[src/rtl/ppeg_pkg.sv]
// shared types, constants and the sine table of the pixel effect generator
// no dependencies; imported by ppeg_datapath and the top level

package ppeg_pkg;

	typedef enum logic [2:0] {
		MODE_GRID   = 3'd0,
		MODE_BAR    = 3'd1,
		MODE_RADAR  = 3'd2,
		MODE_IRIS   = 3'd3,
		MODE_GLITCH = 3'd4
	} effect_mode_t;

	// last frame of the iris close animation
	localparam int FRAME_COUNT = 144;

	// center of the half-resolution image
	localparam logic [7:0] CENTER_X = 8'd80;
	localparam logic [6:0] CENTER_Y = 7'd50;

	localparam int IRIS_RADIUS = 90;

	localparam logic [7:0] SWEEP_WIDTH   = 8'd20;
	localparam logic [7:0] SPARKLE_REACH = 8'd40;
	localparam logic [7:0] SPARKLE_LEVEL = 8'd240;
	localparam logic [5:0] SPARKLE_BOOST = 6'd8;
	localparam logic [7:0] GLITCH_LEVEL  = 8'd250;

	// x / 10 == (x * 205) >> 11 for every 8-bit x
	localparam logic [15:0] DIV10_MUL = 16'd205;
	// s / 3 == (s * 683) >> 11 for every s up to 765
	localparam logic [19:0] DIV3_MUL  = 20'd683;

	// handshake-driven load enables, one per pipeline stage
	typedef struct packed {
		logic s1;
		logic s2;
		logic s3;
		logic s4;
		logic s5;
	} stage_en_t;

	typedef logic [255:0][6:0] radius_lut_t;

	// 128 + 127*sin over one full turn
	localparam logic [7:0] SINE_ROM [256] = '{
		8'd128,8'd131,8'd134,8'd137,8'd140,8'd143,8'd146,8'd149,
		8'd152,8'd155,8'd158,8'd162,8'd165,8'd167,8'd170,8'd173,
		8'd176,8'd179,8'd182,8'd185,8'd188,8'd190,8'd193,8'd196,
		8'd198,8'd201,8'd203,8'd206,8'd208,8'd211,8'd213,8'd215,
		8'd218,8'd220,8'd222,8'd224,8'd226,8'd228,8'd230,8'd232,
		8'd234,8'd235,8'd237,8'd238,8'd240,8'd241,8'd243,8'd244,
		8'd245,8'd246,8'd248,8'd249,8'd250,8'd250,8'd251,8'd252,
		8'd253,8'd253,8'd254,8'd254,8'd254,8'd255,8'd255,8'd255,
		8'd255,8'd255,8'd255,8'd255,8'd254,8'd254,8'd254,8'd253,
		8'd253,8'd252,8'd251,8'd250,8'd250,8'd249,8'd248,8'd246,
		8'd245,8'd244,8'd243,8'd241,8'd240,8'd238,8'd237,8'd235,
		8'd234,8'd232,8'd230,8'd228,8'd226,8'd224,8'd222,8'd220,
		8'd218,8'd215,8'd213,8'd211,8'd208,8'd206,8'd203,8'd201,
		8'd198,8'd196,8'd193,8'd190,8'd188,8'd185,8'd182,8'd179,
		8'd176,8'd173,8'd170,8'd167,8'd165,8'd162,8'd158,8'd155,
		8'd152,8'd149,8'd146,8'd143,8'd140,8'd137,8'd134,8'd131,
		8'd128,8'd125,8'd122,8'd119,8'd116,8'd113,8'd110,8'd107,
		8'd104,8'd101,8'd98, 8'd94, 8'd91, 8'd89, 8'd86, 8'd83,
		8'd80, 8'd77, 8'd74, 8'd71, 8'd68, 8'd66, 8'd63, 8'd60,
		8'd58, 8'd55, 8'd53, 8'd50, 8'd48, 8'd45, 8'd43, 8'd41,
		8'd38, 8'd36, 8'd34, 8'd32, 8'd30, 8'd28, 8'd26, 8'd24,
		8'd22, 8'd21, 8'd19, 8'd18, 8'd16, 8'd15, 8'd13, 8'd12,
		8'd11, 8'd10, 8'd8,  8'd7,  8'd6,  8'd6,  8'd5,  8'd4,
		8'd3,  8'd3,  8'd2,  8'd2,  8'd2,  8'd1,  8'd1,  8'd1,
		8'd1,  8'd1,  8'd1,  8'd1,  8'd2,  8'd2,  8'd2,  8'd3,
		8'd3,  8'd4,  8'd5,  8'd6,  8'd6,  8'd7,  8'd8,  8'd10,
		8'd11, 8'd12, 8'd13, 8'd15, 8'd16, 8'd18, 8'd19, 8'd21,
		8'd22, 8'd24, 8'd26, 8'd28, 8'd30, 8'd32, 8'd34, 8'd36,
		8'd38, 8'd41, 8'd43, 8'd45, 8'd48, 8'd50, 8'd53, 8'd55,
		8'd58, 8'd60, 8'd63, 8'd66, 8'd68, 8'd71, 8'd74, 8'd77,
		8'd80, 8'd83, 8'd86, 8'd89, 8'd91, 8'd94, 8'd98, 8'd101,
		8'd104,8'd107,8'd110,8'd113,8'd116,8'd119,8'd122,8'd125
	};

	function automatic logic [7:0] sine_at(input logic [7:0] idx);
		return SINE_ROM[idx];
	endfunction

	// iris radius per frame, floored at one
	function automatic radius_lut_t build_radius_lut();
		radius_lut_t lut;
		int r;
		for (int i = 0; i < 256; i++) begin
			r = IRIS_RADIUS - (i * IRIS_RADIUS) / FRAME_COUNT;
			if (r < 1) begin
				r = 1;
			end
			lut[i] = 7'(r);
		end
		return lut;
	endfunction

	localparam radius_lut_t RADIUS_LUT = build_radius_lut();

endpackage

[src/rtl/ppeg_ifs.sv]
// valid/ready channel interfaces of the pixel effect generator
// no dependencies

interface ppeg_pixel_if;
	logic       valid;
	logic       ready;
	logic [7:0] pixel_x;
	logic [6:0] pixel_y;
	logic [7:0] frame_number;
	logic [7:0] phase_one;
	logic [7:0] phase_two;
	logic [7:0] phase_three;
	logic [7:0] phase_four;

	modport source (
		output valid, pixel_x, pixel_y, frame_number,
		output phase_one, phase_two, phase_three, phase_four,
		input  ready
	);
	modport sink (
		input  valid, pixel_x, pixel_y, frame_number,
		input  phase_one, phase_two, phase_three, phase_four,
		output ready
	);
endinterface

interface ppeg_color_if;
	logic       valid;
	logic       ready;
	logic [7:0] color_index;

	modport source (output valid, color_index, input ready);
	modport sink (input valid, color_index, output ready);
endinterface

[src/rtl/ppeg_datapath.sv]
// five-stage payload pipeline of the pixel effect generator
// depends on ppeg_pkg; stage enables come from the top-level handshake

module ppeg_datapath (
	input  logic                  clk,
	input  ppeg_pkg::stage_en_t   en,
	input  ppeg_pkg::effect_mode_t mode,
	input  logic [7:0]            pixel_x,
	input  logic [6:0]            pixel_y,
	input  logic [7:0]            frame_number,
	input  logic [7:0]            phase_one,
	input  logic [7:0]            phase_two,
	input  logic [7:0]            phase_three,
	input  logic [7:0]            phase_four,
	output logic [7:0]            color_index
);
	import ppeg_pkg::*;

	// stage 1: table addresses, distance, sweep
	logic [7:0]  y8, x3, y5, x7, y13, f3, f7;
	logic [7:0]  ax, oct_dist;
	logic [6:0]  by;
	logic [15:0] xq;
	logic [7:0]  q10;
	logic        line;
	logic [9:0]  isum_addr;
	logic [7:0]  addr_a, addr_b, addr_c, addr_d, addr_e;

	logic [7:0] addr_a_s1, addr_b_s1, addr_c_s1, addr_d_s1, addr_e_s1;
	logic [7:0] x_s1, f_s1, p3_s1, p4_s1, dist_s1, sweep_s1;
	logic [6:0] y_s1, radius_s1;
	logic       line_s1;

	always_comb begin
		y8  = {1'b0, pixel_y};
		x3  = pixel_x + {pixel_x[6:0], 1'b0};
		y5  = y8 + {y8[5:0], 2'b0};
		x7  = {pixel_x[4:0], 3'b0} - pixel_x;
		y13 = {y8[4:0], 3'b0} + {y8[5:0], 2'b0} + y8;
		f3  = {frame_number[6:0], 1'b0} + frame_number;
		f7  = {frame_number[4:0], 3'b0} - frame_number;

		ax = (pixel_x >= CENTER_X) ? pixel_x - CENTER_X : CENTER_X - pixel_x;
		by = (pixel_y >= CENTER_Y) ? pixel_y - CENTER_Y : CENTER_Y - pixel_y;
		if (ax > {1'b0, by}) begin
			oct_dist = ax + {2'b0, by[6:1]};
		end else begin
			oct_dist = {1'b0, by} + {1'b0, ax[7:1]};
		end

		// grid line on every tenth column and every eighth row
		xq   = 16'(pixel_x) * DIV10_MUL;
		q10  = {xq[15:11], 3'b0} + {2'b0, xq[15:11], 1'b0};
		line = (q10 == pixel_x) || (pixel_y[2:0] == 3'b0);

		isum_addr = 10'(pixel_x) + 10'(pixel_y) + 10'(phase_three);

		addr_a = '0;
		addr_b = '0;
		addr_c = '0;
		addr_d = '0;
		addr_e = '0;
		case (mode)
			MODE_GRID: begin
				addr_a = {frame_number[5:0], 2'b0} + phase_two;
				addr_b = x3 + y5 + phase_one;
			end
			MODE_BAR: begin
				addr_a = {pixel_y[4:0], 3'b0} + phase_one;
				addr_b = x3 + phase_two;
				addr_c = {pixel_y[5:0], 2'b0};
			end
			MODE_RADAR: begin
				addr_a = {oct_dist[5:0], 2'b0};
				addr_b = x7 + y13;
			end
			MODE_IRIS: begin
				addr_a = pixel_x + phase_one;
				addr_b = y8 + phase_two;
				addr_c = isum_addr[8:1];
			end
			MODE_GLITCH: begin
				addr_a = pixel_x + phase_one;
				addr_b = y8 + phase_two;
				addr_c = y8 + phase_three;
				addr_d = pixel_x + phase_four;
				addr_e = y8 + f7;
			end
			default: begin
				addr_a = '0;
			end
		endcase
	end

	always_ff @(posedge clk) begin
		if (en.s1) begin
			addr_a_s1 <= addr_a;
			addr_b_s1 <= addr_b;
			addr_c_s1 <= addr_c;
			addr_d_s1 <= addr_d;
			addr_e_s1 <= addr_e;
			x_s1      <= pixel_x;
			y_s1      <= pixel_y;
			f_s1      <= frame_number;
			p3_s1     <= phase_three;
			p4_s1     <= phase_four;
			dist_s1   <= oct_dist;
			// (x-80)+(y-50)+128 minus three steps per frame
			sweep_s1  <= pixel_x + y8 + 8'd254 - f3;
			radius_s1 <= RADIUS_LUT[frame_number];
			line_s1   <= line;
		end
	end

	// stage 2: first sine lookups
	logic [7:0] sa_s2, sb_s2, sc_s2, sd_s2, se_s2;
	logic [7:0] x_s2, f_s2, p3_s2, p4_s2, dist_s2, sweep_s2;
	logic [6:0] y_s2, radius_s2;
	logic       line_s2;

	always_ff @(posedge clk) begin
		if (en.s2) begin
			sa_s2     <= sine_at(addr_a_s1);
			sb_s2     <= sine_at(addr_b_s1);
			sc_s2     <= sine_at(addr_c_s1);
			sd_s2     <= sine_at(addr_d_s1);
			se_s2     <= sine_at(addr_e_s1);
			x_s2      <= x_s1;
			y_s2      <= y_s1;
			f_s2      <= f_s1;
			p3_s2     <= p3_s1;
			p4_s2     <= p4_s1;
			dist_s2   <= dist_s1;
			sweep_s2  <= sweep_s1;
			radius_s2 <= radius_s1;
			line_s2   <= line_s1;
		end
	end

	// stage 3: grid blend, bar, radar, iris sum, glitch warp addresses
	logic [7:0]  mix, mix_inv, blend_res;
	logic [16:0] blend;
	logic [8:0]  bar_sum;
	logic [9:0]  edge_sum;
	logic [7:0]  edge_sat, bar_res;
	logic [4:0]  bright;
	logic        sparkle;
	logic [5:0]  radar_color;
	logic [8:0]  wx;
	logic [7:0]  wy;
	logic [7:0]  res;

	logic [7:0] res_s3, dist_s3, ga3_s3, ga4_s3;
	logic [9:0] isum_s3;
	logic [6:0] radius_s3;
	logic [8:0] psum_s3;
	logic       flip_s3;

	always_comb begin
		mix       = (f_s2 >= 8'd64) ? 8'hff : {f_s2[5:0], 2'b0};
		mix_inv   = 8'hff - mix;
		// blend toward grey level 128
		blend     = 17'(16'(mix_inv) * 16'(sb_s2)) + 17'({mix, 7'b0});
		blend_res = line_s2 ? sa_s2 : blend[15:8];

		bar_sum  = 9'(sa_s2) + 9'(sb_s2);
		edge_sum = {1'b0, f_s2, 1'b0} + 10'(sc_s2);
		edge_sat = (edge_sum > 10'd255) ? 8'hff : edge_sum[7:0];
		bar_res  = ({x_s2, 1'b0} < {1'b0, edge_sat}) ? 8'd0 : bar_sum[8:1];

		bright      = (sweep_s2 < SWEEP_WIDTH) ? 5'(SWEEP_WIDTH - sweep_s2) : 5'd0;
		sparkle     = (sb_s2 > SPARKLE_LEVEL) && (sweep_s2 < SPARKLE_REACH);
		radar_color = 6'(sa_s2[7:5]) + 6'(bright) + (sparkle ? SPARKLE_BOOST : 6'd0);

		wx = 9'(x_s2) + 9'(sc_s2[7:4]);
		wy = {1'b0, y_s2} + 8'(sd_s2[7:4]);

		case (mode)
			MODE_GRID:  res = blend_res;
			MODE_BAR:   res = bar_res;
			MODE_RADAR: res = {radar_color[4:0], 3'b0};
			default:    res = 8'd0;
		endcase
	end

	always_ff @(posedge clk) begin
		if (en.s3) begin
			res_s3    <= res;
			isum_s3   <= 10'(sa_s2) + 10'(sb_s2) + 10'(sc_s2);
			dist_s3   <= dist_s2;
			radius_s3 <= radius_s2;
			ga3_s3    <= wx[7:0] + wy + p3_s2;
			ga4_s3    <= {wx[6:0], 1'b0} + p4_s2;
			psum_s3   <= 9'(sa_s2) + 9'(sb_s2);
			flip_s3   <= se_s2 > GLITCH_LEVEL;
		end
	end

	// stage 4: iris average and mask, second glitch lookups
	logic [19:0] iprod;
	logic [7:0]  iris_res;

	logic [7:0] res_s4, v3_s4, v4_s4;
	logic [8:0] psum_s4;
	logic       flip_s4;

	always_comb begin
		iprod    = 20'(isum_s3) * DIV3_MUL;
		iris_res = (dist_s3 > {1'b0, radius_s3}) ? 8'd0 : iprod[18:11];
	end

	always_ff @(posedge clk) begin
		if (en.s4) begin
			res_s4  <= (mode == MODE_IRIS) ? iris_res : res_s3;
			v3_s4   <= sine_at(ga3_s3);
			v4_s4   <= sine_at(ga4_s3);
			psum_s4 <= psum_s3;
			flip_s4 <= flip_s3;
		end
	end

	// stage 5: glitch average with row inversion, output register
	logic [9:0] gsum;
	logic [7:0] glitch_res;
	logic [7:0] color_s5;

	always_comb begin
		gsum       = 10'(psum_s4) + 10'(v3_s4) + 10'(v4_s4);
		glitch_res = flip_s4 ? ~gsum[9:2] : gsum[9:2];
	end

	always_ff @(posedge clk) begin
		if (en.s5) begin
			color_s5 <= (mode == MODE_GLITCH) ? glitch_res : res_s4;
		end
	end

	assign color_index = color_s5;

endmodule

[src/rtl/procedural_pixel_effect_generator_top.sv]
// top level of the procedural pixel effect generator: mode register, handshake, valid bits
// depends on ppeg_pkg, ppeg_ifs (channel interfaces) and ppeg_datapath
//
//   channel  | dir | handshake    | payload
//   ---------+-----+--------------+-------------------------------------------------
//   pixel    | in  | valid/ready  | pixel_x, pixel_y, frame_number, phase_one..four
//   color    | out | valid/ready  | color_index
//   cfg      | in  | cfg_we only  | cfg_data = effect_mode (3 bits)
//
// one pixel request per clock while color is not stalled; each result passes through
// the five-stage pipeline: address math, sine rom, mode math,
// second rom pass with the divide by three, output register
// arst_n clears the valid bits and sets the mode to grid; payload registers are not reset
// a stall on color backs up only as far as the first empty stage, so bubbles are squeezed out

module procedural_pixel_effect_generator_top (
	input  logic         clk,
	input  logic         arst_n,
	ppeg_pixel_if.sink   pixel,
	ppeg_color_if.source color,
	input  logic         cfg_we,
	input  logic [2:0]   cfg_data
);
	import ppeg_pkg::*;

	// effect mode; the user must write it only while no request is in flight (not enforced)
	effect_mode_t mode_q;

	always_ff @(posedge clk or negedge arst_n) begin
		if (!arst_n) begin
			mode_q <= MODE_GRID;
		end else if (cfg_we) begin
			mode_q <= effect_mode_t'(cfg_data);
		end
	end

	// one valid bit per stage, moving with the payload
	logic valid_s1, valid_s2, valid_s3, valid_s4, valid_s5;
	stage_en_t en;

	// a stage can load when it is empty or its contents move on this cycle
	always_comb begin
		en.s5 = !valid_s5 || color.ready;
		en.s4 = !valid_s4 || en.s5;
		en.s3 = !valid_s3 || en.s4;
		en.s2 = !valid_s2 || en.s3;
		en.s1 = !valid_s1 || en.s2;
	end

	assign pixel.ready = en.s1;
	assign color.valid = valid_s5;

	always_ff @(posedge clk or negedge arst_n) begin
		if (!arst_n) begin
			valid_s1 <= 1'b0;
			valid_s2 <= 1'b0;
			valid_s3 <= 1'b0;
			valid_s4 <= 1'b0;
			valid_s5 <= 1'b0;
		end else begin
			if (en.s1) begin
				valid_s1 <= pixel.valid;
			end
			if (en.s2) begin
				valid_s2 <= valid_s1;
			end
			if (en.s3) begin
				valid_s3 <= valid_s2;
			end
			if (en.s4) begin
				valid_s4 <= valid_s3;
			end
			if (en.s5) begin
				valid_s5 <= valid_s4;
			end
		end
	end

	// payload stages; the last stage register drives color_index directly
	ppeg_datapath u_datapath (
		.clk          (clk),
		.en           (en),
		.mode         (mode_q),
		.pixel_x      (pixel.pixel_x),
		.pixel_y      (pixel.pixel_y),
		.frame_number (pixel.frame_number),
		.phase_one    (pixel.phase_one),
		.phase_two    (pixel.phase_two),
		.phase_three  (pixel.phase_three),
		.phase_four   (pixel.phase_four),
		.color_index  (color.color_index)
	);

endmodule

[src/flat_wrapper.sv]
// flat-port wrapper written by rule: the top's interface ports become plain ports
module procedural_pixel_effect_generator_top_flat import ppeg_pkg::*;
  (clk, arst_n, cfg_we, cfg_data, pixel_valid, pixel_pixel_x, pixel_pixel_y, pixel_frame_number, pixel_phase_one, pixel_phase_two, pixel_phase_three, pixel_phase_four, pixel_ready, color_valid, color_color_index, color_ready);
  ppeg_pixel_if pixel_i ();
  ppeg_color_if color_i ();
  input  logic clk;
  input  logic arst_n;
  input  logic cfg_we;
  input  logic [2:0] cfg_data;
  input wire logic [$bits(pixel_i.valid)-1:0] pixel_valid;
  input wire logic [$bits(pixel_i.pixel_x)-1:0] pixel_pixel_x;
  input wire logic [$bits(pixel_i.pixel_y)-1:0] pixel_pixel_y;
  input wire logic [$bits(pixel_i.frame_number)-1:0] pixel_frame_number;
  input wire logic [$bits(pixel_i.phase_one)-1:0] pixel_phase_one;
  input wire logic [$bits(pixel_i.phase_two)-1:0] pixel_phase_two;
  input wire logic [$bits(pixel_i.phase_three)-1:0] pixel_phase_three;
  input wire logic [$bits(pixel_i.phase_four)-1:0] pixel_phase_four;
  output wire logic [$bits(pixel_i.ready)-1:0] pixel_ready;
  output wire logic [$bits(color_i.valid)-1:0] color_valid;
  output wire logic [$bits(color_i.color_index)-1:0] color_color_index;
  input wire logic [$bits(color_i.ready)-1:0] color_ready;
  assign pixel_i.valid = pixel_valid;
  assign pixel_i.pixel_x = pixel_pixel_x;
  assign pixel_i.pixel_y = pixel_pixel_y;
  assign pixel_i.frame_number = pixel_frame_number;
  assign pixel_i.phase_one = pixel_phase_one;
  assign pixel_i.phase_two = pixel_phase_two;
  assign pixel_i.phase_three = pixel_phase_three;
  assign pixel_i.phase_four = pixel_phase_four;
  assign pixel_ready = pixel_i.ready;
  assign color_valid = color_i.valid;
  assign color_color_index = color_i.color_index;
  assign color_i.ready = color_ready;
  procedural_pixel_effect_generator_top u_core (.clk(clk), .arst_n(arst_n), .pixel(pixel_i), .color(color_i), .cfg_we(cfg_we), .cfg_data(cfg_data));
endmodule
[config.mk]
export PLATFORM = sky130hd
export DESIGN_NAME = procedural_pixel_effect_generator_top_flat
export DESIGN_NICKNAME = d
export VERILOG_FILES = /design/src/rtl/ppeg_pkg.sv /design/src/rtl/ppeg_ifs.sv /design/src/rtl/ppeg_datapath.sv /design/src/rtl/procedural_pixel_effect_generator_top.sv /design/src/flat_wrapper.sv
export SDC_FILE = /design/constraint.sdc
export NUM_CORES = 2
export LEC_CHECK = 0
export ABC_AREA = 1
export BUFFER_PORTS_ARGS = -buffer_cell sky130_fd_sc_hd__buf_2
export CAP_MARGIN = 10
export CORE_MARGIN = 2
export CORE_UTILIZATION = 34
export CTS_CLUSTER_SIZE = 8
export DETAILED_ROUTE_END_ITERATION = 6
export GPL_ROUTABILITY_DRIVEN = 1
export GPL_TIMING_DRIVEN = 0
export PLACE_DENSITY_LB_ADDON = 0.05
export SLEW_MARGIN = 10
export SYNTH_ARGS = -nofsm -noshare
export SYNTH_HDL_FRONTEND = slang
export SYNTH_SLANG_ARGS = --single-unit
[constraint.sdc]
create_clock -name clk -period 9.45 [get_ports clk]
set_clock_uncertainty 0.2 [all_clocks]
set_input_delay 1.89 -clock clk [delete_from_list [all_inputs] [get_ports clk]]
set_output_delay 1.89 -clock clk [all_outputs]
set_load 0.02 [all_outputs]
==> results by stage <==
Run status:
- The flow ran to the end, but the final reports show violations.
- The checks that failed: DRC.

Timing:
- Measured against its own limit, the worst slew margin works out to a little over a fifth.
- Setup violations remaining at the end of the flow were counted as 0.
- At the pin with the least slew margin, the transition time is about 1200 ps.
- The minimum clock period is slightly below 8000 ps.
- For this run, the top clock speed supported by timing is 0.1284 GHz.
- Setup repair after global routing left no endpoint under its margin.
- The number of hold-slack violations in the final timing report is 0.
- The final critical path takes up between 80 and 90% of the cycle.
- The max-slew violation count was 0.

Run:
- Max-cap violations in this run came to 0.

Placed design:
- The instance count after placement with tap cells included is roughly 5800.
- In this run the cell area measured after placement is 0.03635 sq mm.
- The half-perimeter wire length of the detailed placement result is 96960 um.
- The number of input and output port buffers inserted is 72.
- The final estimated routing congestion in global placement is 0.9790.

Final layout:
- More flip-flops sit in one register than any other, and that register is u_core.u_datapath.isum_s3.
- The signed area change from the synthesized netlist to the final layout is 10.44%.
- Excluding fillers, the count of instances in the completed layout stands at 5830.
- For this run, the post-layout net count is 5131.
- The filler cells instantiated in the layout total 10490.
- Cells with a size suffix above 1 make up 5.876% of the layout.
- The utilization of the core after routing is 37.82%.
- The register with the most flip-flops in the layout has 10 of them.
- In the final layout, the registers with the most flip-flops are u_core.u_datapath.isum_s3 (10), u_core.u_datapath.psum_s3 (9), u_core.u_datapath.psum_s4 (9).
- The finished cells cover 0.03782 sq mm.

Clock network:
- Clock tree synthesis inserted a total of 48 buffers.
- The longest clock path from root to sink contains 3 buffers.
- After clock tree synthesis, the clock-pin slew on the worst setup and hold paths is approximately 50 ps.
- The number of sinks on the clock net is 311.
- The clock tree from TritonCTS is done.
- The later pin in the worst-skew pair is clocked with a latency of around 600 ps.
- The master cell of the clock root buffer is clkbuf_16.
- The number of buffers inserted for hold repair after clock tree synthesis is 0.
- The number of setup buffers added after CTS is 0.
- The depth of the CTS H-tree is 2.
- The number of gates resized after CTS was 0.

Synthesis:
- The fraction of the yosys area taken by sequential cells is 27.16%.
- For this run, asynchronously set or reset flops after synthesis account for 2.572%.
- The mean instance size in the synthesized netlist is a little under 8 sq um.
- In the synthesized netlist, the number of instances is 4379.
- The count of cell types in the netlist is 69.
- The synthesized design contains 303 enable-type register cells.
- Yosys attributes the largest share of cell area to edfxtp_1 (27%), ha_1 (14%), fa_1 (10%).
- The cell accounting for the most synthesized area is edfxtp_1.
- The flop and latch count out of synthesis is 311.
- The most frequently used flop master after synthesis is edfxtp_1.
- Of the post-synthesis cell area, the dominant cell type holds 26.57%.
- When the netlist entered floorplanning its net count stood at 5005.
- The mapped netlist covers 0.03424 sq mm.
- Yosys printed 0 warnings.

Pwr:
- The worst supply voltage drop on vdd is 0.0006039 V.
- The static power due to leakage is ~18 nW.
- The power density normalized to cell area is between 400 and 500 mW/mm^2.

Detailed routing:
- The post-detailed-route wirelength per cell is approximately 21 um.
- The total via count after detailed routing is 31600.
- The residual antenna-violating net count after detailed routing is 0.
- The detailed-routing iteration count for the pre-antenna-repair pass is 7.
- After detailed routing, the number of remaining DRC violations is 4.
- Dividing the detail-routed via count by the number of cells gives 5.420.
- The first routing iteration left 3071 violations.
- After detailed routing, the total wire length is 123600 um.

Critical path:
- The largest single stage delay on the critical path is 530 ps.
- For the worst setup path, the data required time is 9580 ps.
- The critical path in this run is classified as in -> reg.
- The maximum fanout along the worst path is 15.
- The startpoint type of the worst setup path is a primary input.
- The arrival time reported for the critical path endpoint is 7910 ps.
- The worst-case reg-to-reg path depth is 21.
- The most frequent cell on the critical path is inv_1.
- The worst setup path is captured at a flop.
- The largest individual stage delay along the critical path comes from the cell fa_1.

Floorplanning:
- Pin placement for this block handled 73 I/O pins.
- The die height is around 320 um.
- The die covers 0.1033 sq mm.
- The die width is between 300 and 400 um.
- For this configuration, the core starts out at a cell density of between 30 and 40%.
- The floorplan has 116 rows.
- The total area inside the core boundary comes to 0.1000 sq mm.

Min path:
- The worst hold path passes through 0 cells.
- In this run the worst hold path is classified as reg -> reg.

Global route:
- The total overflow left after global routing is 0.
- The first-pass GRT wire length is about 190000 um.
- Entering global routing, the biggest net connects 53 pins.
- Global routing consumed, over all layers together, 23.68% of the routing resources.
- The number of global-route vias before repair was a little over 30000.
- The initial antenna violation count is 11.
==> per-stage QoR <==
step	worst slack [ps]	power, W	hold WS [ps]	TNS, ps
3_5_place_dp	1034	0.01423	204.5	0
2_1_floorplan	608.4	0.01087	200.3	0
3_3_place_gp	-3087	0.01444	200.7	-162210
5_1_grt	1349	0.01772	215.7	0
6_report	1664	0.01591	210.3	0
4_1_cts	1654	0.01602	204.9	0
==> where the power goes <==
part / switching [W] / internal, W / total [W]
clock: 0.000634 / 0.00104 / 0.00167
combinational: 0.00741 / 0.00411 / 0.0115
sequential: 0.000472 / 0.00224 / 0.00271
==> critical path, delay by kind of cell <==
family	cells	cell delay, ps
compound gates	2	340
buf+inv	8	1360
simple gates	10	990
fa+ha+maj	7	2980
xor+xnor	2	330
==> layout make-up <==
cell class / instances / area, sq um / area share, %
flip-flops and latches: 311 / 9299 / 24.59
multi-input cells: 3268 / 21830 / 57.73
well taps: 1298 / 1624 / 4.294
inverters: 692 / 2608 / 6.895
plain buffers: 108 / 519.2 / 1.373
clock inverters: 10 / 190.2 / 0.5029
repair buffers: 76 / 470.5 / 1.244
clock buffers: 62 / 1264 / 3.341
diodes: 5 / 12.51 / 0.03308
==> cell usage after synthesis, types with 7 or more instances <==
cell type  instances
o21bai_1          16
nand4_1           34
or2_2             23
a22oi_1           10
buf_2             48
a21oi_1          294
o22ai_1           31
dfrtp_1            8
buf_4             12
edfxtp_1         303
o221ai_1          21
a221oi_1           9
o31ai_1           16
a31oi_1           44
fa_1             171
nor2_1           363
and2_1             7
inv_1            666
nand3b_1           9
nand2_1          888
o21ai_0          304
ha_1             392
clkbuf_1          42
a211oi_1          11
o2111ai_1         23
o211ai_1          73
a32oi_1            9
nand3_1          259
xor2_1            83
o21ai_1           12
a21o_1            13
inv_2             19
xnor2_1           36
o311ai_0          19
nor3_1            33
==> cell usage in the layout (no fill, tap or decap), types with 33 or more instances in the layout <==
master       n
a31oi_1     44
o21ai_0    304
nand4_1     34
nand3_1    259
xor2_1      83
nor3_1      33
ha_1       392
a21oi_1    294
edfxtp_1   303
xnor2_1     36
inv_1      663
fa_1       171
clkbuf_1    55
o211ai_1    73
nand2_1    887
buf_2      120
nor2_1     363
clkbuf_16   48
==> logic make-up after synthesis <==
| kind of cell | Yosys count | share of synthesized area [%] |
|---|---|---|
| flip-flops | 311 | 27.16 |
| buffers and inverters | 800 | 9.109 |
| AND/OR/NAND/NOR | 1643 | 19.96 |
| AO/OA/AOI/OAI | 943 | 16.41 |
| XOR/XNOR | 119 | 3.044 |
| adder cells (fa/ha/maj) | 563 | 24.32 |
==> routing by layer <==
| metal | GRT usage (%) | vias to the layer above | wire, um |
|---|---|---|---|
| met3 | 2.827 | 227 | 7926 |
| met1 | 32.50 | 14970 | 55100 |
| met5 | 0 | - | 57 |
| met2 | 39.65 | 1287 | 57620 |
| li1 | - | 15110 | - |
| met4 | 5.628 | 8 | 2848 |
==> final timing paths <==
path,start,end,slack (ps)
worst max register to register,u_core.u_datapath.f_s2[7]$_DFFE_PP_,u_core.u_datapath.res_s3[3]$_DFFE_PP_,3530
worst max-delay path,pixel_pixel_x[1],u_core.u_datapath.line_s1$_DFFE_PP_,1660
worst min register to register,u_core.u_datapath.p3_s1[5]$_DFFE_PP_,u_core.u_datapath.p3_s2[5]$_DFFE_PP_,210
max in group asynchronous,arst_n,u_core.valid_s2$_DFFE_PN0P_,7720
worst min-delay path,u_core.u_datapath.p3_s1[5]$_DFFE_PP_,u_core.u_datapath.p3_s2[5]$_DFFE_PP_,210
min in group asynchronous,arst_n,u_core.color.valid$_DFFE_PN0P_,1020
Power figures use the tool's default switching activity.
